==> config.mk <==
export PLATFORM = sky130hd
export DESIGN_NAME = tclc_queue
export DESIGN_NICKNAME = d
export VERILOG_FILES = /design/src/design/tclc_pkg.sv /design/src/design/tclc_queue.sv
export SDC_FILE = /design/constraint.sdc
export NUM_CORES = 1
export LEC_CHECK = 0
export ABC_AREA = 1
export BUFFER_PORTS_ARGS = -buffer_cell sky130_fd_sc_hd__buf_2
export CAP_MARGIN = 20
export CORE_UTILIZATION = 58
export DETAILED_ROUTE_END_ITERATION = 16
export PLACE_DENSITY = 0.83
export REMOVE_ABC_BUFFERS = 1
export SLEW_MARGIN = 40
export SYNTH_ARGS = -nofsm -noshare
export SYNTH_HDL_FRONTEND = slang
export SYNTH_SLANG_ARGS = --single-unit
==> constraint.sdc <==
create_clock -name clk -period 7.3 [get_ports clk]
set_input_delay 0.73 -clock clk [delete_from_list [all_inputs] [get_ports clk]]
set_output_delay 0.73 -clock clk [all_outputs]
set_load 0.01 [all_outputs]
==> src/design/tclc_pkg.sv <==
`timescale 1ns / 1ps

package tclc_pkg;

  // sample and register widths
  localparam int unsigned CNT_W      = 16;
  localparam int unsigned GAIN_W     = 7;
  localparam int unsigned TIME_W     = 4;
  localparam int unsigned PKG_W      = 16;
  localparam int unsigned GT_W       = GAIN_W + TIME_W;
  localparam int unsigned DEN_W      = GT_W + PKG_W;
  localparam int unsigned LUX_W      = 27;
  localparam int unsigned REGION_W   = 3;
  localparam int unsigned CFG_IDX_W  = 2;
  localparam int unsigned CFG_DATA_W = 16;

  // formula value is scaled by 2^17 before the divide
  localparam int unsigned OUT_SCALE_SHIFT = 17;
  // dividend after folding the coefficient fraction bits into it
  localparam int unsigned NUM_W = 3 + CNT_W + 1 + OUT_SCALE_SHIFT + 1;

  localparam int unsigned DEFAULT_COEF_FRAC_BITS = 14;

  // ratio test by cross-multiplication, cutoffs in hundredths
  localparam int unsigned RATIO_W     = CNT_W + 1 + 7;
  localparam int unsigned RATIO_SCALE = 100;
  localparam int unsigned CUT_LOW     = 45;
  localparam int unsigned CUT_MID     = 64;
  localparam int unsigned CUT_HIGH    = 85;

  // coefficients in units of 1e-4
  localparam longint unsigned K_LOW_C0  = 17743;
  localparam longint unsigned K_LOW_C1  = 11059;
  localparam longint unsigned K_MID_C0  = 42785;
  localparam longint unsigned K_MID_C1  = 19548;
  localparam longint unsigned K_HIGH_C0 = 5926;
  localparam longint unsigned K_HIGH_C1 = 1185;

  localparam int unsigned QUEUE_DEPTH = 2;

  // configuration register indexes and reset values
  localparam logic [CFG_IDX_W-1:0] CFG_GAIN = 2'd0;
  localparam logic [CFG_IDX_W-1:0] CFG_TIME = 2'd1;
  localparam logic [CFG_IDX_W-1:0] CFG_PKG  = 2'd2;

  localparam logic [GAIN_W-1:0] GAIN_RESET = 7'd1;
  localparam logic [TIME_W-1:0] TIME_RESET = 4'd2;
  localparam logic [PKG_W-1:0]  PKG_RESET  = 16'd256;

  typedef enum logic [REGION_W-1:0] {
    REGION_LOW  = 3'd0,
    REGION_MID  = 3'd1,
    REGION_HIGH = 3'd2,
    REGION_CLIP = 3'd3,
    REGION_DARK = 3'd4
  } region_t;

  // one classified sample waiting for its divide
  typedef struct packed {
    region_t          region;
    logic [NUM_W-1:0] num;
    logic [DEN_W-1:0] den;
  } job_t;

  // round-to-nearest fixed point coefficient from a value in 1e-4 units
  function automatic longint unsigned coef_q(input longint unsigned k_e4,
                                             input int unsigned frac_bits);
    return ((k_e4 << frac_bits) + 64'd5000) / 64'd10000;
  endfunction

endpackage

==> src/design/tclc_queue.sv <==
`timescale 1ns / 1ps

module tclc_queue (
  input  logic           clk,
  input  logic           rst,
  input  logic           push,
  input  tclc_pkg::job_t push_job,
  output logic           full,
  output logic           pop_valid,
  output tclc_pkg::job_t pop_job
);

  localparam int unsigned DEPTH = tclc_pkg::QUEUE_DEPTH;
  localparam int unsigned PTR_W = (DEPTH > 1) ? $clog2(DEPTH) : 1;
  localparam int unsigned CNT_W = $clog2(DEPTH + 1);

  tclc_pkg::job_t   mem [DEPTH];
  logic [PTR_W-1:0] wr_ptr;
  logic [PTR_W-1:0] rd_ptr;
  logic [CNT_W-1:0] count;
  logic             pop;

  assign full = (count == CNT_W'(DEPTH));
  assign pop  = (count != '0);

  always_ff @(posedge clk) begin
    if (push) begin
      mem[wr_ptr] <= push_job;
    end
    if (pop) begin
      pop_job <= mem[rd_ptr];
    end
  end

  always_ff @(posedge clk) begin
    if (rst) begin
      wr_ptr    <= '0;
      rd_ptr    <= '0;
      count     <= '0;
      pop_valid <= 1'b0;
    end else begin
      pop_valid <= pop;
      if (push) begin
        wr_ptr <= (wr_ptr == PTR_W'(DEPTH - 1)) ? '0 : wr_ptr + 1'b1;
      end
      if (pop) begin
        rd_ptr <= (rd_ptr == PTR_W'(DEPTH - 1)) ? '0 : rd_ptr + 1'b1;
      end
      count <= count + CNT_W'(push) - CNT_W'(pop);
    end
  end

endmodule

---- Yosys cells after proc, flatten, opt, wreduce, memory -nomap -nowiden ----
Memories as Yosys holds them, arrays and structs flattened. A register that Yosys moved wholly into a read port is not among the register bits.
Cells that the tools add are included.
storage, ports and cells
  register bits after elaboration ......... 5
  bits in writable memories ............... 136
  logic and storage cells ................. 15
  input port bits ......................... 71
  output and inout bits ................... 70
  memories ................................ 1
cells by class
  equal/unequal tests ..................... 1
  $add $sub $neg .......................... 4
  mux-type cells .......................... 4
  reductions and logical operators ........ 1
memories
  name  words  width  rd ports  clocked after memory_dff  wr ports  line              RTL
  mem   2      68     1         1                         1         tclc_queue.sv:17  tclc_pkg::job_t mem [DEPTH];
operators with widths
  cell                                         count
  1-bit two-way mux                            4
  1-bit adder, second input constant           2
  2-bit by 1-bit adder with 2-bit output       1
  2-bit equality test, second input constant   1
  2-bit nonzero test                           1
  2-bit by 1-bit subtractor with 2-bit output  1

---- Longest topological paths before layout ----
  depth in word-level cells ............... 2
  depth in mapped cells ................... 6
  gate-level depth less buffers ........... 6

---- Worst setup path before layout ----
No wires, ideal clock.
  path kind ............................... input -> register
  start ................................... input push
  end ..................................... memory mem[0][0] (netlist bit) (enable)
  data required time ...................... 6.804 ns
  arrival time ............................ 3.621 ns
  stages on the path ...................... 2
  setup slack ............................. 3.183 ns
  setup time .............................. 0.496 ns
  buffers on the path ..................... 0
  cell sequence ........................... inv_1 > nor2_1
on the way
  word-level cells in the longest chain between the ends .. 2
ends and longest elaborated chain
  element                                  line              RTL
  start, declared                          tclc_queue.sv:6   input logic push,
  1-bit two-way mux                        tclc_queue.sv:27  if (push) begin
  1-bit two-way mux (implied by the code)  tclc_queue.sv:28  mem[wr_ptr] <= push_job;
  end, declared                            tclc_queue.sv:17
No other way between the ends.

---- Worst setup path in the final report ----
  start ................................... register count[1]
  end ..................................... output full
on the way
  word-level cells in the longest chain between the ends .. 1
ends and longest elaborated chain
  element                 line              RTL
  start, declared         tclc_queue.sv:20  logic [CNT_W-1:0] count;
  start signal, assigned  tclc_queue.sv:49  count <= count + CNT_W'(push) - CNT_W'(pop);
  2-bit equality test     tclc_queue.sv:23  assign full = (count == CNT_W'(DEPTH));
  end, declared           tclc_queue.sv:8   output logic full,
No other way between the ends.

==> results by group <==
Outcome
  – Status: complete, no violations

Power and ir drop
  – Leak: between 0.003 and 0.004 uW
  – VDD IR max: roughly 0.23 mV
  – PD cells: ~280 nW/um^2

Clock network
  – TritonCTS clock tree: built
  – CTS Sinks: about 210
  – Post-CTS resize count: 0
  – Clk_lat worst skew: roughly 0.46 ns
  – H-tree Lvls: 1
  – Num CTS Buffers: 19
  – CTS Hold Bufs: 0
  – CTS Buffer Depth: 3
  – Setup Fix Bufs, Post-CTS: 0
  – Clk pin slew, worst setup/hold paths: about 0.06 ns
  – Clock root buffer master: clkbuf_16

Critical path
  – R2r startpoint: wr_ptr$_SDFFE_PP0P_
  – CP Class: flip-flop to output port
  – Crit path max-delay family: flip-flops
  – Crit-path cells: inv_1 -> nor2_1 -> buf_2
  – WP depth: 3
  – Worst Reg-to-Reg Cells: 4
  – CP Capture Type: output port
  – Crit-path max FO: 4
  – Critical Path AT: 1.16 ns
  – Slowest-stage cell, CP: dfxtp_1
  – WP buf/inv: 2
  – Setup crit end: full
  – Startpoint types: flip-flop
  – Reg-to-Reg End: mem[1][29]$_DFFE_PP_
  – Reg-to-reg setup timing slack: roughly 5.7 ns
  – Crit-path max cell delay: around 0.38 ns
  – Req. time, crit path: 6.57 ns
  – Worst setup path startpoint: count[1]$_SDFF_PP0_

Layout
  – Synth-to-Final Area Change: 19.6%
  – Ant diodes: 0
  – Final Util: 0.715
  – Layout cells sized above 1: 0.283
  – Final net count: about 680
  – Finished layout cell area: about 8600 sq um

Routing
  – DRT Pass-1 Iters: 5
  – Initial drt markers: roughly 330
  – Via count: 3,869
  – DRC: 0
  – DRT Wirelength: about 11,000 microns
  – Drt wl/cell: ~15 microns
  – Post-route ant nets: 0
  – Via/cell ratio: between 4 and 5

Timing
  – Worst setup margin: between 5 and 6 ns
  – Final setup viols: 0
  – Max Freq: approximately 530 MHz
  – Fin crit period: 1.89 ns
  – Slew HR: 0.511
  – Slew @ Worst Pin: about 0.73 ns
  – Period utilization: 0.259
  – Final hold vios: 0
  – Pins Over Slew Limit: 0
  – Final Skew: 0.00692 ns
  – Setup TNS: 0 ns
  – RSZ-0062 raised after global routing: no

Placed design
  – Port Buffers: 140
  – Post-DP HPWL: about 7000 microns
  – Final Wtd Congestion: ~0.7
  – Area after DPL: between 8000 and 9000 sq um
  – Pre-CTS setup slack: 5.29 ns

GRT
  – Number of global-route vias before repair: 3,827
  – Initial antenna violation count: 0
  – Pin count of the biggest net entering global routing: 71
  – First-pass GRT wire length: 18,100 microns
  – Total track usage: 0.184
  – GRT overflow: 0

Hold path
  – Hold Crit Class: input pin to flip-flop
  – Min-delay src: push_job[24]

Logic synthesis
  – Synthesized area: 7210 sq um
  – Syn Area/Cell: 15.9 sq um
  – Largest area contributor in the netlist: edfxtp_1
  – Distinct cells, synth: 13
  – Post-synth top area share: 0.850
  – Synth Instances: between 400 and 500
  – Synth Register Bits: about 210
  – Synth warn: 0
  – Synth top area cells: edfxtp_1 85%, nand2_1 11%, dfxtp_1 1.4%
  – Sequential cell area fraction in the yosys report: 0.863

Die
  – Die Y: 114 microns
  – DIE WIDTH: roughly 110 microns
  – Die area: between 10,000 and 15,000 sq um
  – # rows: 40
  – Initial Util: 0.598
  – Core area: around 12,000 sq um
  – IO Count: between 100 and 150

Flow run
  – Max-Cap Viols: 0
[synthesized netlist by cell type]
cell type  number
buf_4           4
dfxtp_1         5
edfxtp_1      204
nor2_1         10
inv_4           1
buf_2           7
inv_1           6
a21oi_1         1
buf_6           4
ha_1            1
nand3_1         1
nor3_1          1
nand2_1       208
[placed cells by master (no fill, tap or decap)]
cell type    n
nand2_1    208
edfxtp_1   204
buf_2      140
clkbuf_16   19
nor2_1       9
clkinv_2     5
clkbuf_1     5
inv_1        4
dfxtp_1      4
clkinv_1     3
buf_4        3
buf_12       2
inv_2        1
inv_4        1
nor2_4       1
nor3_1       1
a21oi_1      1
nand3_1      1
ha_1         1
buf_6        1
dfxtp_2      1
[metrics by stage]
stage                     instances  hold WS [ns]  total power (uW)
after floorplan                 438         0.487              1510
after global placement          750         0.489              1560
after detailed placement        752         0.497              1580
after CTS                       783         0.434              2420
after global routing            783         0.426              2490
final                           783         0.451              2400
[state kept, by name, summed over array words and instances (netlist names)]
| signal | cells |
|---|---|
| mem | 136 |
| rd_ptr | 1 |
| count | 2 |
| pop_job | 68 |
| pop_valid | 1 |
| wr_ptr | 1 |
[routing by layer]
layer	wire, microns	vias to the layer above	share of wire	track usage
met5	0	-	0	0
met4	250	0	0.022	0.0605
met3	868	27	0.076	0.0505
met2	5740	159	0.50	0.316
met1	4590	1811	0.40	0.228
li1	-	1872	-	-
[cell families after synthesis]
kind of cell    count (synthesis)  share of synthesized area
compound gates                  1                   0.000693
fa+ha+maj                       1                    0.00173
flops                         209                      0.863
buf+inv                        22                     0.0193
simple gates                  220                      0.115
[power by group]
group | switching, uW | total, uW | internal (uW)
combinational | 93.0 | 140 | 47.1
sequential | 15.3 | 1410 | 1390
clock | 373 | 849 | 476
total | 481 | 2400 | 1920
[final cells by class]
type | instances | area, sq um
repair buffers | 146 | 774
flip-flops and latches | 209 | 6230
fillers | 744 | 3440
multi-input cells | 222 | 853
clock inverters | 7 | 31.3
clock buffers | 24 | 494
well taps | 168 | 210
inverters | 7 | 30.0
[worst min path at each step]
stage / endpoint / depth (start not counted)
2_1_floorplan: pop_job[0]$_DFFE_PP_ / 2
3_3_place_gp: pop_job[17]$_DFFE_PP_ / 2
3_5_place_dp: pop_job[8]$_DFFE_PP_ / 2
4_1_cts: mem[1][24]$_DFFE_PP_ / 1
5_1_grt: mem[1][64]$_DFFE_PP_ / 1
6_report: mem[0][24]$_DFFE_PP_ / 1
Note: power is estimated with default switching activity, not from simulation.
