`config.mk`:
```
export PLATFORM = sky130hd
export DESIGN_NAME = tclc_back
export DESIGN_NICKNAME = d
export VERILOG_FILES = /design/src/design/tclc_pkg.sv /design/src/design/tclc_back.sv
export SDC_FILE = /design/constraint.sdc
export NUM_CORES = 2
export LEC_CHECK = 0
export ABC_AREA = 0
export BUFFER_PORTS_ARGS = -buffer_cell sky130_fd_sc_hd__buf_4
export CORE_MARGIN = 3
export CORE_UTILIZATION = 35
export DETAILED_ROUTE_END_ITERATION = 8
export GPL_TIMING_DRIVEN = 0
export PLACE_DENSITY_LB_ADDON = 0.2
export SKIP_LAST_GASP = 1
export SLEW_MARGIN = 10
export SYNTH_ARGS = -nofsm -noshare
export SYNTH_HDL_FRONTEND = slang
export SYNTH_SLANG_ARGS = --single-unit
export TNS_END_PERCENT = 1
```
`constraint.sdc`:
```
create_clock -name clk -period 5.45 [get_ports clk]
set_clock_uncertainty 0.1 [all_clocks]
set_input_delay 0.545 -clock clk [delete_from_list [all_inputs] [get_ports clk]]
set_output_delay 0.545 -clock clk [all_outputs]
set_load 0.1 [all_outputs]
```
`src/design/tclc_pkg.sv`:
```
`timescale 1ns / 1ps

package tclc_pkg;

  // sample and register widths
  localparam int unsigned CNT_W      = 16;
  localparam int unsigned GAIN_W     = 7;
  localparam int unsigned TIME_W     = 4;
  localparam int unsigned PKG_W      = 16;
  localparam int unsigned GT_W       = GAIN_W + TIME_W;
  localparam int unsigned DEN_W      = GT_W + PKG_W;
  localparam int unsigned LUX_W      = 27;
  localparam int unsigned REGION_W   = 3;
  localparam int unsigned CFG_IDX_W  = 2;
  localparam int unsigned CFG_DATA_W = 16;

  // formula value is scaled by 2^17 before the divide
  localparam int unsigned OUT_SCALE_SHIFT = 17;
  // dividend after folding the coefficient fraction bits into it
  localparam int unsigned NUM_W = 3 + CNT_W + 1 + OUT_SCALE_SHIFT + 1;

  localparam int unsigned DEFAULT_COEF_FRAC_BITS = 14;

  // ratio test by cross-multiplication, cutoffs in hundredths
  localparam int unsigned RATIO_W     = CNT_W + 1 + 7;
  localparam int unsigned RATIO_SCALE = 100;
  localparam int unsigned CUT_LOW     = 45;
  localparam int unsigned CUT_MID     = 64;
  localparam int unsigned CUT_HIGH    = 85;

  // coefficients in units of 1e-4
  localparam longint unsigned K_LOW_C0  = 17743;
  localparam longint unsigned K_LOW_C1  = 11059;
  localparam longint unsigned K_MID_C0  = 42785;
  localparam longint unsigned K_MID_C1  = 19548;
  localparam longint unsigned K_HIGH_C0 = 5926;
  localparam longint unsigned K_HIGH_C1 = 1185;

  localparam int unsigned QUEUE_DEPTH = 2;

  // configuration register indexes and reset values
  localparam logic [CFG_IDX_W-1:0] CFG_GAIN = 2'd0;
  localparam logic [CFG_IDX_W-1:0] CFG_TIME = 2'd1;
  localparam logic [CFG_IDX_W-1:0] CFG_PKG  = 2'd2;

  localparam logic [GAIN_W-1:0] GAIN_RESET = 7'd1;
  localparam logic [TIME_W-1:0] TIME_RESET = 4'd2;
  localparam logic [PKG_W-1:0]  PKG_RESET  = 16'd256;

  typedef enum logic [REGION_W-1:0] {
    REGION_LOW  = 3'd0,
    REGION_MID  = 3'd1,
    REGION_HIGH = 3'd2,
    REGION_CLIP = 3'd3,
    REGION_DARK = 3'd4
  } region_t;

  // one classified sample waiting for its divide
  typedef struct packed {
    region_t          region;
    logic [NUM_W-1:0] num;
    logic [DEN_W-1:0] den;
  } job_t;

  // round-to-nearest fixed point coefficient from a value in 1e-4 units
  function automatic longint unsigned coef_q(input longint unsigned k_e4,
                                             input int unsigned frac_bits);
    return ((k_e4 << frac_bits) + 64'd5000) / 64'd10000;
  endfunction

endpackage

```
`src/design/tclc_back.sv`:
```
`timescale 1ns / 1ps

module tclc_back (
  input  logic                         clk,
  input  logic                         rst,
  input  logic                         in_valid,
  input  tclc_pkg::job_t               in_job,
  output logic                         done,
  output logic [tclc_pkg::LUX_W-1:0]   lux_q8,
  output logic [tclc_pkg::REGION_W-1:0] region
);

  localparam int unsigned DW = tclc_pkg::DEN_W;
  localparam int unsigned NW = tclc_pkg::NUM_W;
  localparam int unsigned HW = NW - DW;

  // one quotient bit per stage, stage 0 does the overflow check
  logic                v_s     [DW+1];
  logic [DW-1:0]       rem_s   [DW+1];
  logic [DW-1:0]       quo_s   [DW+1];
  logic [NW-1:0]       num_s   [DW+1];
  logic [DW-1:0]       den_s   [DW+1];
  logic                sat_s   [DW+1];
  tclc_pkg::region_t   reg_s   [DW+1];
  logic [DW:0]         trial_s [DW];
  logic                ge_s    [DW];
  logic [HW-1:0]       head;
  logic                no_formula;

  assign head = in_job.num[NW-1:DW];

  // trial subtract of each divide stage, from the previous stage's state
  always_comb begin
    for (int k = 1; k <= DW; k++) begin
      trial_s[k-1] = {rem_s[k-1], num_s[k-1][DW-k]};
      ge_s[k-1]    = (trial_s[k-1] >= {1'b0, den_s[k-1]});
    end
  end

  always_ff @(posedge clk) begin
    if (rst) begin
      for (int k = 0; k <= DW; k++) begin
        v_s[k] <= 1'b0;
      end
    end else begin
      v_s[0] <= in_valid;
      for (int k = 1; k <= DW; k++) begin
        v_s[k] <= v_s[k-1];
      end
    end
  end

  always_ff @(posedge clk) begin
    // quotient would not fit (also a zero divisor)
    sat_s[0] <= (DW'(head) >= in_job.den);
    rem_s[0] <= DW'(head);
    quo_s[0] <= '0;
    num_s[0] <= in_job.num;
    den_s[0] <= in_job.den;
    reg_s[0] <= in_job.region;
    for (int k = 1; k <= DW; k++) begin
      rem_s[k] <= ge_s[k-1] ? DW'(trial_s[k-1] - {1'b0, den_s[k-1]})
                            : trial_s[k-1][DW-1:0];
      quo_s[k] <= {quo_s[k-1][DW-2:0], ge_s[k-1]};
      num_s[k] <= num_s[k-1];
      den_s[k] <= den_s[k-1];
      sat_s[k] <= sat_s[k-1];
      reg_s[k] <= reg_s[k-1];
    end
  end

  assign no_formula = (reg_s[DW] == tclc_pkg::REGION_CLIP) ||
                      (reg_s[DW] == tclc_pkg::REGION_DARK);

  always_ff @(posedge clk) begin
    if (rst) begin
      done <= 1'b0;
    end else begin
      done <= v_s[DW];
    end
  end

  always_ff @(posedge clk) begin
    region <= reg_s[DW];
    if (no_formula) begin
      lux_q8 <= '0;
    end else if (sat_s[DW]) begin
      lux_q8 <= '1;
    end else begin
      lux_q8 <= tclc_pkg::LUX_W'(quo_s[DW]);
    end
  end

endmodule

```
# Word-level counts from Yosys, hierarchy flattened
# Memory sizes are Yosys's and may differ from the RTL's. A register that Yosys moved wholly into a read port is not among the register bits.
# Cells that the tools add are included.
[word_totals] word_cells=154 ramBits=3472 regBits=30 memories=7 in_bits=71 out_inout_bits=31
[classes] n_eq_ne=2 muxes=59 reduce_logical=1 magnitude_cmp=28 n_addsub=27 n_bitwise=28
[memory_table] name="num_s" words=28 word_bits=38 rd=27 rd_clocked_by_memory_dff=0 wr=28 line="tclc_back.sv:21" rtl="logic [NW-1:0] num_s [DW+1];"
[memory_table] name="den_s" words=28 word_bits=27 rd=27 rd_clocked_by_memory_dff=0 wr=28 line="tclc_back.sv:22" rtl="logic [DW-1:0] den_s [DW+1];"
[memory_table] name="quo_s" words=28 word_bits=27 rd=28 rd_clocked_by_memory_dff=0 wr=28 line="tclc_back.sv:20" rtl="logic [DW-1:0] quo_s [DW+1];"
[memory_table] name="rem_s" words=28 word_bits=27 rd=27 rd_clocked_by_memory_dff=0 wr=28 line="tclc_back.sv:19" rtl="logic [DW-1:0] rem_s [DW+1];"
[memory_table] name="reg_s" words=28 word_bits=3 rd=28 rd_clocked_by_memory_dff=0 wr=28 line="tclc_back.sv:24" rtl="tclc_pkg::region_t reg_s [DW+1];"
[memory_table] name="sat_s" words=28 word_bits=1 rd=28 rd_clocked_by_memory_dff=0 wr=28 line="tclc_back.sv:23" rtl="logic sat_s [DW+1];"
[memory_table] name="1 more memories"
[op_table] operator="$ge 28x27->1" count=27
[op_table] operator="$mux 27" count=28
[op_table] operator="$sub 27x27->27" count=27
[op_table] operator="$mux 1" count=31
[op_table] operator="$or 1x1->1" count=28
[op_table] operator="$ge 11x27->1" count=1
[op_table] operator="$eq 3x2->1 const B" count=1
[op_table] operator="$eq 3x3->1 const B" count=1
[op_table] operator="$logic_or 1x1->1" count=1

# Depth between registers and ports, before layout
[logic_depth] ltp_word=3 depth_mapped=15 mapped_depth_nobuf=14

# Worst setup path before layout
# No wires, ideal clock.
[synth_path] path_type="reg2reg" startpoint="memory num_s[3][51] in the netlist's numbering" endpoint="memory rem_s[0][397] in the netlist's numbering" n_path_buf=1 synth_period_minus_slack_ps=3551 arrival_time_ps=3330 path_stages_with_launch=15 slack_ps=1899 setup_time_ps=121 required_time_ps=5229 path_cell_list="dfxtp_1 > inv_1 > ha_1 > fa_1 > nor2b_1 > o21a_1 > o21ai_0 > a21oi_1 > nor4_1 > nor3_1 > a22oi_1 > o311a_1 > a21oi_2 > buf_4 > mux2_2"
[synth_lines] element="start, declared" line="tclc_back.sv:21"
[synth_lines] element="end, declared" line="tclc_back.sv:19"

==> impl_metrics.csv <==
group,metric,value,unit
detailed_routing,wl_per_cell,17.1,um
sta,slew_violations,0,
critical_path,path_max_fanout,10,
clock_network,h-tree-depth,5,
final_layout,syn2layout_area_growth,16.6,%
global_routing,track_usage,16.3,%
detailed_routing,drtPass1Iterations,6,
final_layout,multiInputGateArea,0.0409,mm2
power,pwr-share-clk,29.8,%
min_path,hp-class,"flip-flop to flip-flop",
yosys,synth_edf_count,0,
yosys,synthDistinctLibCells,90,
critical_path,path_class,"flip-flop to flip-flop",
clock_network,insertion_delay,0.86,ns
yosys,syn_area_per_cell,10.1,um2
sta,fin_setup_tns,0,ns
sta,rsz0062_at_grt,"false",
die,ios,102,
detailed_routing,ant_nets,0,
power,seqPwrFrac,34.9,%
placed_design,gp_congestion,0.896,
power,p_sw_share,34.4,%
global_routing,grt_max_degree,16,
critical_path,worstPathCellList,"inv_1 > ha_1 > fa_1 > nor2b_1 > o21ai_0 > a21boi_0 > o221ai_1 > a211oi_1 > o2111ai_1 > a31oi_2 > clkbuf_1 > clkbuf_1 > a21oi_1",
clock_network,cts.sinks,2369,
critical_path,crit_path_end_kind,"flip-flop",
power,power_leakage,49.2,nW
final_layout,final_cells,13300,
final_layout,layout-drive-gt1-share,9.81,%
detailed_routing,num_vias,63600,
critical_path,crit_family,"compound AO/OA/AOI/OAI gates",
yosys,yosys.area.top_type,"dfxtp_1",
power,powerDensity,592,mW/mm2
placed_design,pre_cts_ws,0.285,ns
yosys,synth_area_leaders,"dfxtp_1, ha_1, mux2_2",
critical_path,cp_common_cell,"clkbuf_1",
yosys,netlist_top_cells_count,"dfxtp_1, inv_1, ha_1",
die,fp.dieH,520,um
clock_network,cts_tree,"built",
placed_design,portBuffers,100,
power,p_comb_share,35.3,%
power,p_total,63.8,mW
critical_path,worstPathRequired,6.03,ns
critical_path,crit_buf_inv,3,
power,p_int,41.9,mW
global_routing,grt-ovfl-total,0,
sta,period_share,94.1,%
detailed_routing,first_iter_violations,3915,
global_routing,grt_pass1_vias,63300,
sta,setup_viol,0,
clock_network,cts_root_buf,"clkbuf_16",
placed_design,dp_cells,12700,
sta,fin_ws,0.323,ns
clock_network,numCtsBuffers,270,
final_layout,regArea,0.0474,mm2
yosys,synth_top_area_share,51.3,%
clock_network,cts.path.max_buffers,4,
critical_path,crit_path_start_kind,"flip-flop",
die,initial_core_util,35.4,%
global_routing,grt_pass1_wl,353000,um
clock_network,clk_pin_slew,0.06,ns
status,outcome,"finished clean",
yosys,synthCells,9112,
critical_path,max_stage_delay,0.65,ns
sta,min_period,5.13,ns
flow_run,drv_cap,0,
detailed_routing,wirelength,227000,um
die,die_area,0.270,mm2
global_routing,antenna_found_initial,12,
sta,worstMarginPinSlew,1.20,ns
critical_path,cp_slowest_cell,"a31oi_2",
power,p_sw,21.9,mW
final_layout,nFillCells,25300,
yosys,syn-cell-area,0.0924,mm2
yosys,synth.most_common_cell,"dfxtp_1",
yosys,ys_warn_count,0,
yosys,synth_seq_area_share,51.3,%
sta,clock.fmax,195,MHz
placed_design,hpwl,176000,um
sta,hold_viol,0,
die,die_x,520,um
yosys,syn_nets,9934,
detailed_routing,drc_errors,0,
die,core-area,0.261,mm2
yosys,synthArstFlopShare,0,%
critical_path,crit_arrival,5.71,ns
detailed_routing,via_per_inst,4.80,
yosys,ys.flop_type,"dfxtp_1",
yosys,ys_ff_latch,2369,
final_layout,layout.nets,10400,
die,num_rows,187,
sta,max_slew_margin,17.6,%
power,ir_drop,351,uV
## state kept, by name, indices dropped and copies added, names as in the netlist, 3 cells and up
signal  cells
quo_s     378
reg_s      84
v_s        28
rem_s     702
lux_q8     27
region      3
den_s     729
sat_s      28
num_s     389
## worst paths after layout
path,start,end,slack (ns),cells past startpoint
worst max register to register,num_s[2][18],rem_s[0][257],0.32,13
worst min register to register,quo_s[1][30],quo_s[1][58],0.20,0
worst min-delay path,quo_s[1][30],quo_s[1][58],0.20,0
worst max-delay path,num_s[2][18],rem_s[0][257],0.32,13
## cells by family after synthesis
| logic type | synth area share, % |
|---|---|
| XOR/XNOR | 5.43 |
| AND/OR/NAND/NOR | 9.51 |
| multiplexers | 4.42 |
| AO/OA/AOI/OAI | 14.5 |
| buffers and inverters | 4.42 |
| flip-flops | 51.3 |
| adder cells (fa/ha/maj) | 10.4 |
## layer usage
metal	GRT usage (%)	wire length, um	vias up	share of wire, %
li1	-	-	32200	-
met1	22.2	108000	29600	47
met2	26.0	100000	1371	44
met3	2.86	11600	428	5.1
met4	5.76	7870	2	3.5
met5	0	13	-	0.0057
## area by class of cell
class / count / share of cell area, %
flip-flops and latches: 2369 / 44.0
multi-input cells: 5670 / 38.0
clock buffers: 359 / 7.07
well taps: 3496 / 4.06
inverters: 913 / 3.18
clock inverters: 126 / 1.69
repair buffers: 171 / 1.36
plain buffers: 160 / 0.610
diodes: 6 / 0.0139
## through the flow
step	hold slack, ns	util (%)	area (um2)
finish	0.198	41.2	108000
floorplan	0.210	-	92400
detailed placement	0.212	37.3	97500
global route	0.153	41.2	108000
CTS	0.122	41.2	108000
global placement	0.209	37.3	97500
## power by group through the flow
stage / clock [mW] / sequential [mW] / combinational (mW)
3_5_place_dp: 0 / 22.7 / 22.3
3_3_place_gp: 0 / 22.7 / 22.2
6_report: 19.0 / 22.3 / 22.5
2_1_floorplan: 0 / 22.2 / 16.5
4_1_cts: 19.7 / 22.4 / 22.5
5_1_grt: 20.3 / 22.6 / 25.0
## worst register-to-register path, stage by stage (launching register included)
cell and delay (ns):
dfxtp_1 0.32, inv_1 0.04, ha_1 0.22, fa_1 0.42, nor2b_1 0.13, o21ai_0 0.11
a21boi_0 0.36, o221ai_1 0.31, a211oi_1 0.64, o2111ai_1 0.36, a31oi_2 0.65, clkbuf_1 0.61
clkbuf_1 0.54, a21oi_1 0.15
## cell usage in the layout, fill, tap and decap left out, drive strengths merged, types with 325 or more instances in the layout
cell type,Yosys,layout
a21o,325,325
a21oi,645,645
clkbuf,130,489
dfxtp,2369,2369
ha,725,725
inv,913,932
mux2,328,328
nand2,513,513
nor2,558,558
o21ai,513,513
xnor2,351,351
## timing repair
item	in CTS	in global routing
gates resized for setup	0	1
hold buffers	71	0
hold endpoints to repair	88	0
endpoints found under the setup margin	0	10
buffers inserted	0	0
No activity file was read; power rests on OpenSTA's default activity.
