[config.mk]
export PLATFORM = sky130hd
export DESIGN_NAME = tclc_front
export DESIGN_NICKNAME = d
export VERILOG_FILES = /design/src/design/tclc_pkg.sv /design/src/design/tclc_front.sv
export SDC_FILE = /design/constraint.sdc
export NUM_CORES = 2
export LEC_CHECK = 0
export ABC_AREA = 1
export BUFFER_PORTS_ARGS = -buffer_cell sky130_fd_sc_hd__buf_4
export CAP_MARGIN = 20
export CELL_PAD_IN_SITES_DETAIL_PLACEMENT = 0
export CELL_PAD_IN_SITES_GLOBAL_PLACEMENT = 1
export CORE_ASPECT_RATIO = 0.9
export CORE_MARGIN = 4
export CORE_UTILIZATION = 40
export DETAILED_ROUTE_END_ITERATION = 10
export PLACE_DENSITY = 0.72
export SLEW_MARGIN = 25
export SYNTH_ARGS = -nofsm -noshare
export SYNTH_HDL_FRONTEND = slang
export SYNTH_SLANG_ARGS = --single-unit
[constraint.sdc]
create_clock -name clk -period 9.26 [get_ports clk]
set_clock_uncertainty 0.15 [all_clocks]
set_input_delay 1.389 -clock clk [delete_from_list [all_inputs] [get_ports clk]]
set_output_delay 1.389 -clock clk [all_outputs]
set_load 0.1 [all_outputs]
[src/design/tclc_pkg.sv]
`timescale 1ns / 1ps

package tclc_pkg;

  // sample and register widths
  localparam int unsigned CNT_W      = 16;
  localparam int unsigned GAIN_W     = 7;
  localparam int unsigned TIME_W     = 4;
  localparam int unsigned PKG_W      = 16;
  localparam int unsigned GT_W       = GAIN_W + TIME_W;
  localparam int unsigned DEN_W      = GT_W + PKG_W;
  localparam int unsigned LUX_W      = 27;
  localparam int unsigned REGION_W   = 3;
  localparam int unsigned CFG_IDX_W  = 2;
  localparam int unsigned CFG_DATA_W = 16;

  // formula value is scaled by 2^17 before the divide
  localparam int unsigned OUT_SCALE_SHIFT = 17;
  // dividend after folding the coefficient fraction bits into it
  localparam int unsigned NUM_W = 3 + CNT_W + 1 + OUT_SCALE_SHIFT + 1;

  localparam int unsigned DEFAULT_COEF_FRAC_BITS = 14;

  // ratio test by cross-multiplication, cutoffs in hundredths
  localparam int unsigned RATIO_W     = CNT_W + 1 + 7;
  localparam int unsigned RATIO_SCALE = 100;
  localparam int unsigned CUT_LOW     = 45;
  localparam int unsigned CUT_MID     = 64;
  localparam int unsigned CUT_HIGH    = 85;

  // coefficients in units of 1e-4
  localparam longint unsigned K_LOW_C0  = 17743;
  localparam longint unsigned K_LOW_C1  = 11059;
  localparam longint unsigned K_MID_C0  = 42785;
  localparam longint unsigned K_MID_C1  = 19548;
  localparam longint unsigned K_HIGH_C0 = 5926;
  localparam longint unsigned K_HIGH_C1 = 1185;

  localparam int unsigned QUEUE_DEPTH = 2;

  // configuration register indexes and reset values
  localparam logic [CFG_IDX_W-1:0] CFG_GAIN = 2'd0;
  localparam logic [CFG_IDX_W-1:0] CFG_TIME = 2'd1;
  localparam logic [CFG_IDX_W-1:0] CFG_PKG  = 2'd2;

  localparam logic [GAIN_W-1:0] GAIN_RESET = 7'd1;
  localparam logic [TIME_W-1:0] TIME_RESET = 4'd2;
  localparam logic [PKG_W-1:0]  PKG_RESET  = 16'd256;

  typedef enum logic [REGION_W-1:0] {
    REGION_LOW  = 3'd0,
    REGION_MID  = 3'd1,
    REGION_HIGH = 3'd2,
    REGION_CLIP = 3'd3,
    REGION_DARK = 3'd4
  } region_t;

  // one classified sample waiting for its divide
  typedef struct packed {
    region_t          region;
    logic [NUM_W-1:0] num;
    logic [DEN_W-1:0] den;
  } job_t;

  // round-to-nearest fixed point coefficient from a value in 1e-4 units
  function automatic longint unsigned coef_q(input longint unsigned k_e4,
                                             input int unsigned frac_bits);
    return ((k_e4 << frac_bits) + 64'd5000) / 64'd10000;
  endfunction

endpackage

[src/design/tclc_front.sv]
`timescale 1ns / 1ps

module tclc_front #(
  parameter int unsigned COEF_FRAC_BITS = tclc_pkg::DEFAULT_COEF_FRAC_BITS
) (
  input  logic                          clk,
  input  logic                          rst,
  input  logic                          start,
  output logic                          busy,
  input  logic [tclc_pkg::CNT_W-1:0]    visible_ir_count,
  input  logic [tclc_pkg::CNT_W-1:0]    ir_count,
  input  logic [tclc_pkg::GAIN_W-1:0]   gain_factor,
  input  logic [tclc_pkg::TIME_W-1:0]   int_time_halves,
  input  logic [tclc_pkg::PKG_W-1:0]    package_factor_q8,
  input  logic                          q_full,
  output logic                          push,
  output tclc_pkg::job_t                push_job
);

  localparam int unsigned COEF_W  = COEF_FRAC_BITS + 3;
  localparam int unsigned PROD_W  = COEF_W + tclc_pkg::CNT_W;
  localparam int unsigned SUM_W   = PROD_W + 1;
  localparam int unsigned SHIFT_W = SUM_W + tclc_pkg::OUT_SCALE_SHIFT;
  localparam int unsigned RW      = tclc_pkg::RATIO_W;

  localparam logic [COEF_W-1:0] C_LOW0  =
    COEF_W'(tclc_pkg::coef_q(tclc_pkg::K_LOW_C0, COEF_FRAC_BITS));
  localparam logic [COEF_W-1:0] C_LOW1  =
    COEF_W'(tclc_pkg::coef_q(tclc_pkg::K_LOW_C1, COEF_FRAC_BITS));
  localparam logic [COEF_W-1:0] C_MID0  =
    COEF_W'(tclc_pkg::coef_q(tclc_pkg::K_MID_C0, COEF_FRAC_BITS));
  localparam logic [COEF_W-1:0] C_MID1  =
    COEF_W'(tclc_pkg::coef_q(tclc_pkg::K_MID_C1, COEF_FRAC_BITS));
  localparam logic [COEF_W-1:0] C_HIGH0 =
    COEF_W'(tclc_pkg::coef_q(tclc_pkg::K_HIGH_C0, COEF_FRAC_BITS));
  localparam logic [COEF_W-1:0] C_HIGH1 =
    COEF_W'(tclc_pkg::coef_q(tclc_pkg::K_HIGH_C1, COEF_FRAC_BITS));

  logic                        adv;

  // classification
  logic [tclc_pkg::CNT_W:0]    sum;
  logic [RW-1:0]               lhs;
  logic [RW-1:0]               rhs_low;
  logic [RW-1:0]               rhs_mid;
  logic [RW-1:0]               rhs_high;
  tclc_pkg::region_t           region_next;

  // stage 1
  logic                        v1;
  logic [tclc_pkg::CNT_W-1:0]  c0_1;
  logic [tclc_pkg::CNT_W-1:0]  c1_1;
  tclc_pkg::region_t           region1;
  logic [tclc_pkg::GT_W-1:0]   gt1;
  logic [tclc_pkg::PKG_W-1:0]  pkg1;

  // stage 2
  logic [COEF_W-1:0]           ca;
  logic [COEF_W-1:0]           cb;
  logic                        v2;
  logic [PROD_W-1:0]           pa;
  logic [PROD_W-1:0]           pb;
  tclc_pkg::region_t           region2;
  logic [tclc_pkg::DEN_W-1:0]  den2;

  // stage 3
  logic [SUM_W-1:0]            s_next;
  logic                        v3;
  logic [SUM_W-1:0]            s3;
  tclc_pkg::region_t           region3;
  logic [tclc_pkg::DEN_W-1:0]  den3;
  logic [SHIFT_W-1:0]          scaled;

  assign adv  = !q_full;
  assign busy = q_full;

  assign sum      = {1'b0, visible_ir_count} + {1'b0, ir_count};
  assign lhs      = RW'(ir_count) * RW'(tclc_pkg::RATIO_SCALE);
  assign rhs_low  = RW'(sum) * RW'(tclc_pkg::CUT_LOW);
  assign rhs_mid  = RW'(sum) * RW'(tclc_pkg::CUT_MID);
  assign rhs_high = RW'(sum) * RW'(tclc_pkg::CUT_HIGH);

  always_comb begin
    priority if (sum == '0) begin
      region_next = tclc_pkg::REGION_DARK;
    end else if (lhs < rhs_low) begin
      region_next = tclc_pkg::REGION_LOW;
    end else if (lhs < rhs_mid) begin
      region_next = tclc_pkg::REGION_MID;
    end else if (lhs < rhs_high) begin
      region_next = tclc_pkg::REGION_HIGH;
    end else begin
      region_next = tclc_pkg::REGION_CLIP;
    end
  end

  // coefficient pair per region, zero where no formula applies
  always_comb begin
    unique case (region1)
      tclc_pkg::REGION_LOW: begin
        ca = C_LOW0;
        cb = C_LOW1;
      end
      tclc_pkg::REGION_MID: begin
        ca = C_MID0;
        cb = C_MID1;
      end
      tclc_pkg::REGION_HIGH: begin
        ca = C_HIGH0;
        cb = C_HIGH1;
      end
      default: begin
        ca = '0;
        cb = '0;
      end
    endcase
  end

  // mid formula subtracts and clamps at zero
  always_comb begin
    if (region2 == tclc_pkg::REGION_MID) begin
      s_next = (pa > pb) ? SUM_W'(pa - pb) : '0;
    end else begin
      s_next = SUM_W'(pa) + SUM_W'(pb);
    end
  end

  always_ff @(posedge clk) begin
    if (rst) begin
      v1 <= 1'b0;
      v2 <= 1'b0;
      v3 <= 1'b0;
    end else if (adv) begin
      v1 <= start;
      v2 <= v1;
      v3 <= v2;
    end
  end

  always_ff @(posedge clk) begin
    if (adv) begin
      c0_1    <= visible_ir_count;
      c1_1    <= ir_count;
      region1 <= region_next;
      gt1     <= tclc_pkg::GT_W'(gain_factor) * tclc_pkg::GT_W'(int_time_halves);
      pkg1    <= package_factor_q8;

      pa      <= PROD_W'(ca) * PROD_W'(c0_1);
      pb      <= PROD_W'(cb) * PROD_W'(c1_1);
      region2 <= region1;
      den2    <= tclc_pkg::DEN_W'(gt1) * tclc_pkg::DEN_W'(pkg1);

      s3      <= s_next;
      region3 <= region2;
      den3    <= den2;
    end
  end

  // fold the 2^17 scale and the coefficient fraction bits into the dividend
  assign scaled = {s3, {tclc_pkg::OUT_SCALE_SHIFT{1'b0}}} >> COEF_FRAC_BITS;

  assign push            = v3 && !q_full;
  assign push_job.region = region3;
  assign push_job.num    = scaled[tclc_pkg::NUM_W-1:0];
  assign push_job.den    = den3;

endmodule

---- Word level (Yosys, flattened, before mapping) ----
Cells that the tools add are included.
W data, S select, Z words.
word-level totals
  bits in registers ....................... 225
  bits in latches ......................... 0
  bits in writable memories ............... 0
  memory bits (read-only) ................. 0
  input port bits ......................... 63
  output and inout port bits .............. 70
  word-level logic and storage cells ...... 46
  memories kept ........................... 0
cells by class
  add/subtract/negate cells ............... 3
  multiply operators ...................... 7
  divide/modulo/power cells ............... 0
  $lt $le $gt $ge ......................... 4
  equal/unequal tests ..................... 3
  shift operators ......................... 0
  multiplexer cells ....................... 6
  bitwise operators ....................... 0
  reductions and logical operators ........ 6
operators with widths
  kind                     number
  $mux W34                 2
  $mul A17 B16 Y33         2
  $pmux W17 S3             1
  $lt A23 B23 Y1           2
  $pmux W15 S3             1
  $add A33 B33 Y34         1
  $sub A33 B33 Y34         1
  $gt A33 B33 Y1           1
  $mul A11 B16 Y27         1
  $lt A23 B24 Y1           1
  $mul A17 B7 Y24 const B  1
  $mul A17 B6 Y23 const B  1
  $mul A16 B5 Y21 const B  1
  $add A16 B16 Y17         1
  $logic_not A17 Y1        1
  $mul A7 B4 Y11           1
  $eq A3 B1 Y1 const B     2
  $eq A3 B2 Y1 const B     1
  $logic_not A3 Y1         1
  $reduce_or A3 Y1         1
  $mux W2                  1
  $reduce_or A2 Y1         1
  $logic_and A1 B1 Y1      1
  $logic_not A1 Y1         1
  $mux W1                  1

---- Depth between registers and ports, before layout ----
  depth in word-level cells ............... 5
  depth in mapped cells ................... 37
  mapped depth without buffers ............ 37

---- Worst setup path before layout ----
OpenSTA, ideal clock, no wires.
  kind .................................... input to register
  start point ............................. input port visible_ir_count[2] in the netlist's numbering
  end point ............................... register region1[0] (data pin)
  setup time .............................. 0.256 ns
  data arrival time ....................... 6.420 ns
  data required time ...................... 8.854 ns
  setup slack ............................. 2.435 ns
  stages .................................. 32
  buffers on the path ..................... 0
  cell sequence ........................... ha_1 > a21oi_1 > nand2_1 > xor2_1 > ha_1 > ha_1 > inv_1 > nor2_1 > nor2_1 > ha_1 > inv_1 > fa_1 > inv_1 > ha_1 > nand2_1 > nand2_1 > a31oi_1 > nand2_1 > a21boi_1 > o21ai_0 > a21oi_1 > o21ai_1 > xnor2_1 > ha_1 > a21oi_1 > nand2_1 > a21oi_1 > o21bai_1 > nand3_1 > nand3_1 > nand3_1 > a21oi_1
between the ends
  longest elaborated chain between the ends .. 5
  elaborated cells on any way between the ends .. 10
  those cells by class .................... add/sub: 1; mul: 2; order compare: 3; mux: 2; reduce/logical: 2
ends and longest elaborated chain
  element               RTL line           text
  from (decl)           tclc_front.sv:10   input logic [tclc_pkg::CNT_W-1:0] visible_ir_count,
  $add A16 B16 Y17 (*)  tclc_front.sv:77   assign sum = {1'b0, visible_ir_count} + {1'b0, ir_count};
  $mul A17 B7 Y24       tclc_front.sv:81   assign rhs_high = RW'(sum) * RW'(tclc_pkg::CUT_HIGH);
  $lt A23 B24 Y1        tclc_front.sv:90   end else if (lhs < rhs_high) begin
  $mux W1               tclc_front.sv:90
  $mux W2               tclc_front.sv:88   end else if (lhs < rhs_mid) begin
  to (signal assigned)  tclc_front.sv:144  region1 <= region_next;
  to (decl)             tclc_front.sv:53   tclc_pkg::region_t region1;
Mark *: on every way between the ends. The rest lies on a longest branch, timed or not.
A chain may end at the register's enable or synchronous reset.

---- Worst setup path in the final report ----
  start point ............................. register region1[1]
  end point ............................... register pa[24] (data pin)
between the ends
  longest elaborated chain between the ends .. 3
  elaborated cells on any way between the ends .. 5
  those cells by class .................... mul: 1; eq/ne: 2; mux: 1; reduce/logical: 1
ends and longest elaborated chain
  element                                     RTL line           text
  $eq A3 B2 Y1, or another cell as far along  tclc_front.sv:99   unique case (region1)
  $pmux W17 S3 (*)                            tclc_front.sv:99
  $mul A17 B16 Y33 (*)                        tclc_front.sv:148  pa <= PROD_W'(ca) * PROD_W'(c0_1);
  to (signal assigned)                        tclc_front.sv:148
  to (decl)                                   tclc_front.sv:61   logic [PROD_W-1:0] pa;
Marked as above.

==> summary.txt <==
Run status
  • Outcome: completed

Placement
  • Gp weighted congestion: 0.944
  • Number of port buffers: roughly 130
  • Placed standard-cell area: approximately 43000 um2
  • HPWL Detailed: roughly 94000 um

Synth
  • Syn. warnings: 0
  • Main synth FF type: edfxtp_1
  • Register area share after synthesis: 16.6%
  • Avg Inst Size Synth: 8.30 um2
  • EDFF count, synth: approximately 220
  • Yosys reg bits: ~230
  • Async SR Flop Fraction: 0%
  • Synth Instances: 4885
  • Post-synthesis cell type count: 64
  • Mapped Area: roughly 41000 um2

Timing
  • Final TNS setup: 0 ns
  • Worst Max-Slew Pin Slew: 1.02 ns
  • Fin crit share: approximately 83%
  • Final setup vio count: 0
  • Final Max Tran Viols: 0
  • RSZ-0062 raised after global routing: false
  • Hold Violations, Final: 0
  • Tmin final: ~7.7 ns
  • Max-slew headroom: roughly a third
  • Fmax: 131 MHz

Clocking
  • Postcts setup bufs: 0
  • TritonCTS clock tree: done
  • Post-CTS resize count: 0
  • Clk sinks: 225
  • Clock root cell: clkbuf_16
  • CTS H-tree depth: 1
  • Hold Buf Count CTS: 0
  • CTS Buf Count: 30
  • CTS max path bufs: 3
  • Clock Latency Late Sink: approximately 0.6 ns
  • Clock transition at the registers of the reported paths: 0.06 ns

Critical path
  • Worst setup endpoint: pa[24]
  • Critical Path RT: 9.47 ns
  • Crit-path max cell delay: 0.57 ns
  • R2R Setup Slk: 1.60 ns
  • R2R cell count: 24
  • Crit-path max FO: 23
  • CP cell instances: nor3_1 -> inv_1 -> nand2_1 -> inv_1 -> nor2_1 -> fa_1 -> inv_1 -> fa_1 -> fa_1 -> fa_1 -> fa_1 -> fa_1 -> inv_1 -> ha_1 -> nand2_1 -> nand2_1 -> nor2_1 -> a21oi_1 -> nand3_1 -> nand2_1 -> a21boi_1 -> o21ai_0 -> nor2_1 -> nor2_1
  • CP max-delay cell: fa_1
  • CP startpoint: region1[1]
  • Critical R2R Launch: region1[1]
  • Critical R2R Capture: pa[24]
  • Critical path type: reg -> reg
  • CP startpoint kind: flop
  • Most used cell, CP: fa_1
  • Setup crit end kind: flop
  • Worst path arrival time: 7.87 ns

Floorplanning
  • Ports: 133
  • Core region area: around 100000 um2
  • Die Span Y: 310 um
  • Cell row count: 110
  • Die X: 344 um
  • Die ar.: 107000 um2
  • Starting density of the core: 40.4%

Final layout
  • Total Nets Final: between 6000 and 7000
  • Layout cell share with drive strength beyond 1: 5.12%
  • Design area: 43900 um2
  • Most frequent cells in the layout: 1297 x inv_1, 742 x nand2_1, 614 x ha_1
  • Area grow syn2layout: 8.23%
  • Most common cell after layout, fill and taps aside: inv_1
  • Diode count: 0

Drt
  • Post-Route WL: 108000 um
  • Drt first-iter violations: 1723
  • Via-per-instance ratio: between 4 and 5
  • Post-route ant nets: 0
  • Residual DRC: 0
  • Avg WL per Cell: approximately 17 um
  • Detailed Routing Iterations Pass 1: 5
  • Vias post-DR: 30900

Global routing
  • First-pass GRT wire length: 176000 um
  • Total grt overflow: 0
  • Gr usage total: 20.9%
  • Largest net degree at the start of global routing: 142
  • Vias in the first global route: 32400
  • Initial antenna violation count: 0

Run
  • Max-cap viol count: 0

Worst hold path
  • HP Class: reg -> reg
## cell type report
cell class                 instances  area (um2)
clock buffer                      30         751
clock inverter                    25         238
fill                           10100       56500
tap                             1344        1680
multi-input combinational       3272       28500
sequential                       225        6730
timing repair buffer             138        1050
inverter                        1307        4920
## worst max-delay path, delay by kind of cell (launching register included)
| kind | cells | cell delay (ns) |
|---|---|---|
| compound gates | 3 | 0.64 |
| fa+ha+maj | 7 | 3.25 |
| buf+inv | 4 | 0.77 |
| flops | 1 | 0.50 |
| simple gates | 10 | 2.13 |
## through the flow
stage,util [%],hold slack (ns),std cells,setup WS (ns)
finish,43.7,0.265,6341,1.60
global route,43.7,0.273,6341,1.07
CTS,43.7,0.270,6341,1.66
detailed placement,42.8,0.255,6286,1.39
global placement,42.8,0.252,6286,1.41
floorplan,-,0.250,4888,2.43
## how the worst min path moves through the flow
stage          startpoint       end  slack (ns)  cells past startpoint
2_1_floorplan     den2[0]   den3[0]        0.25                      0
6_report          den2[1]   den3[1]        0.26                      0
4_1_cts           den2[1]   den3[1]        0.27                      0
5_1_grt          den2[24]  den3[24]        0.27                      0
3_3_place_gp      den2[3]   den3[3]        0.25                      0
3_5_place_dp     den2[11]  den3[11]        0.26                      0
## layer usage
metal | up-vias | track usage, % | share of wire, %
li1 | 15300 | - | -
met1 | 14800 | 29.1 | 47
met3 | 91 | 2.23 | 4.4
met5 | - | 0 | 0
met2 | 641 | 35.7 | 47
met4 | 0 | 3.55 | 1.8
## flip-flops by register name (all words and copies together), names as in the netlist, 11 cells and up
register and cells:
pkg1 16, gt1 11, pb 33, c1_1 16, den2 27, c0_1 16, den3 27, pa 33
s3 34
## cells in the mapped netlist, drive strengths merged, types with 2 or more instances
cell	instances	area share [%]
dfxtp	3	0.15
nand4	40	0.65
a211oi	6	0.11
o21ai	170	2.1
clkbuf	54	0.50
nand3	143	1.9
nor3	38	0.49
inv	1306	12
or2	7	0.11
nor2	389	3.6
o31ai	8	0.15
a21oi	277	3.5
ha	614	19
o221ai	4	0.086
o21bai	23	0.44
a21boi	14	0.27
fa	511	25
o211ai	5	0.10
o2111ai	2	0.043
xnor2	59	1.3
nand2	760	7.2
o22ai	12	0.22
a31oi	20	0.31
nand3b	5	0.093
o21a	11	0.20
nor4	13	0.20
a21o	20	0.37
edfxtp	222	16
xor2	110	2.5
buf	30	0.50
## kinds of logic (layout without fill, tap and decap cells)
kind of cell / Yosys count / count (layout) / synth area share (%)
xor+xnor: 169 / 169 / 3.76
other cells: 1 / 4 / 0.00925
buf+inv: 1391 / 1500 / 13.1
simple gates: 1398 / 1398 / 14.3
fa+ha+maj: 1125 / 1125 / 44.2
flops: 225 / 225 / 16.6
compound gates: 576 / 576 / 8.02
Power is left out: the tool's default activity adds up to more than one toggle a clock period on the data nets, which glitch-free logic cannot reach.
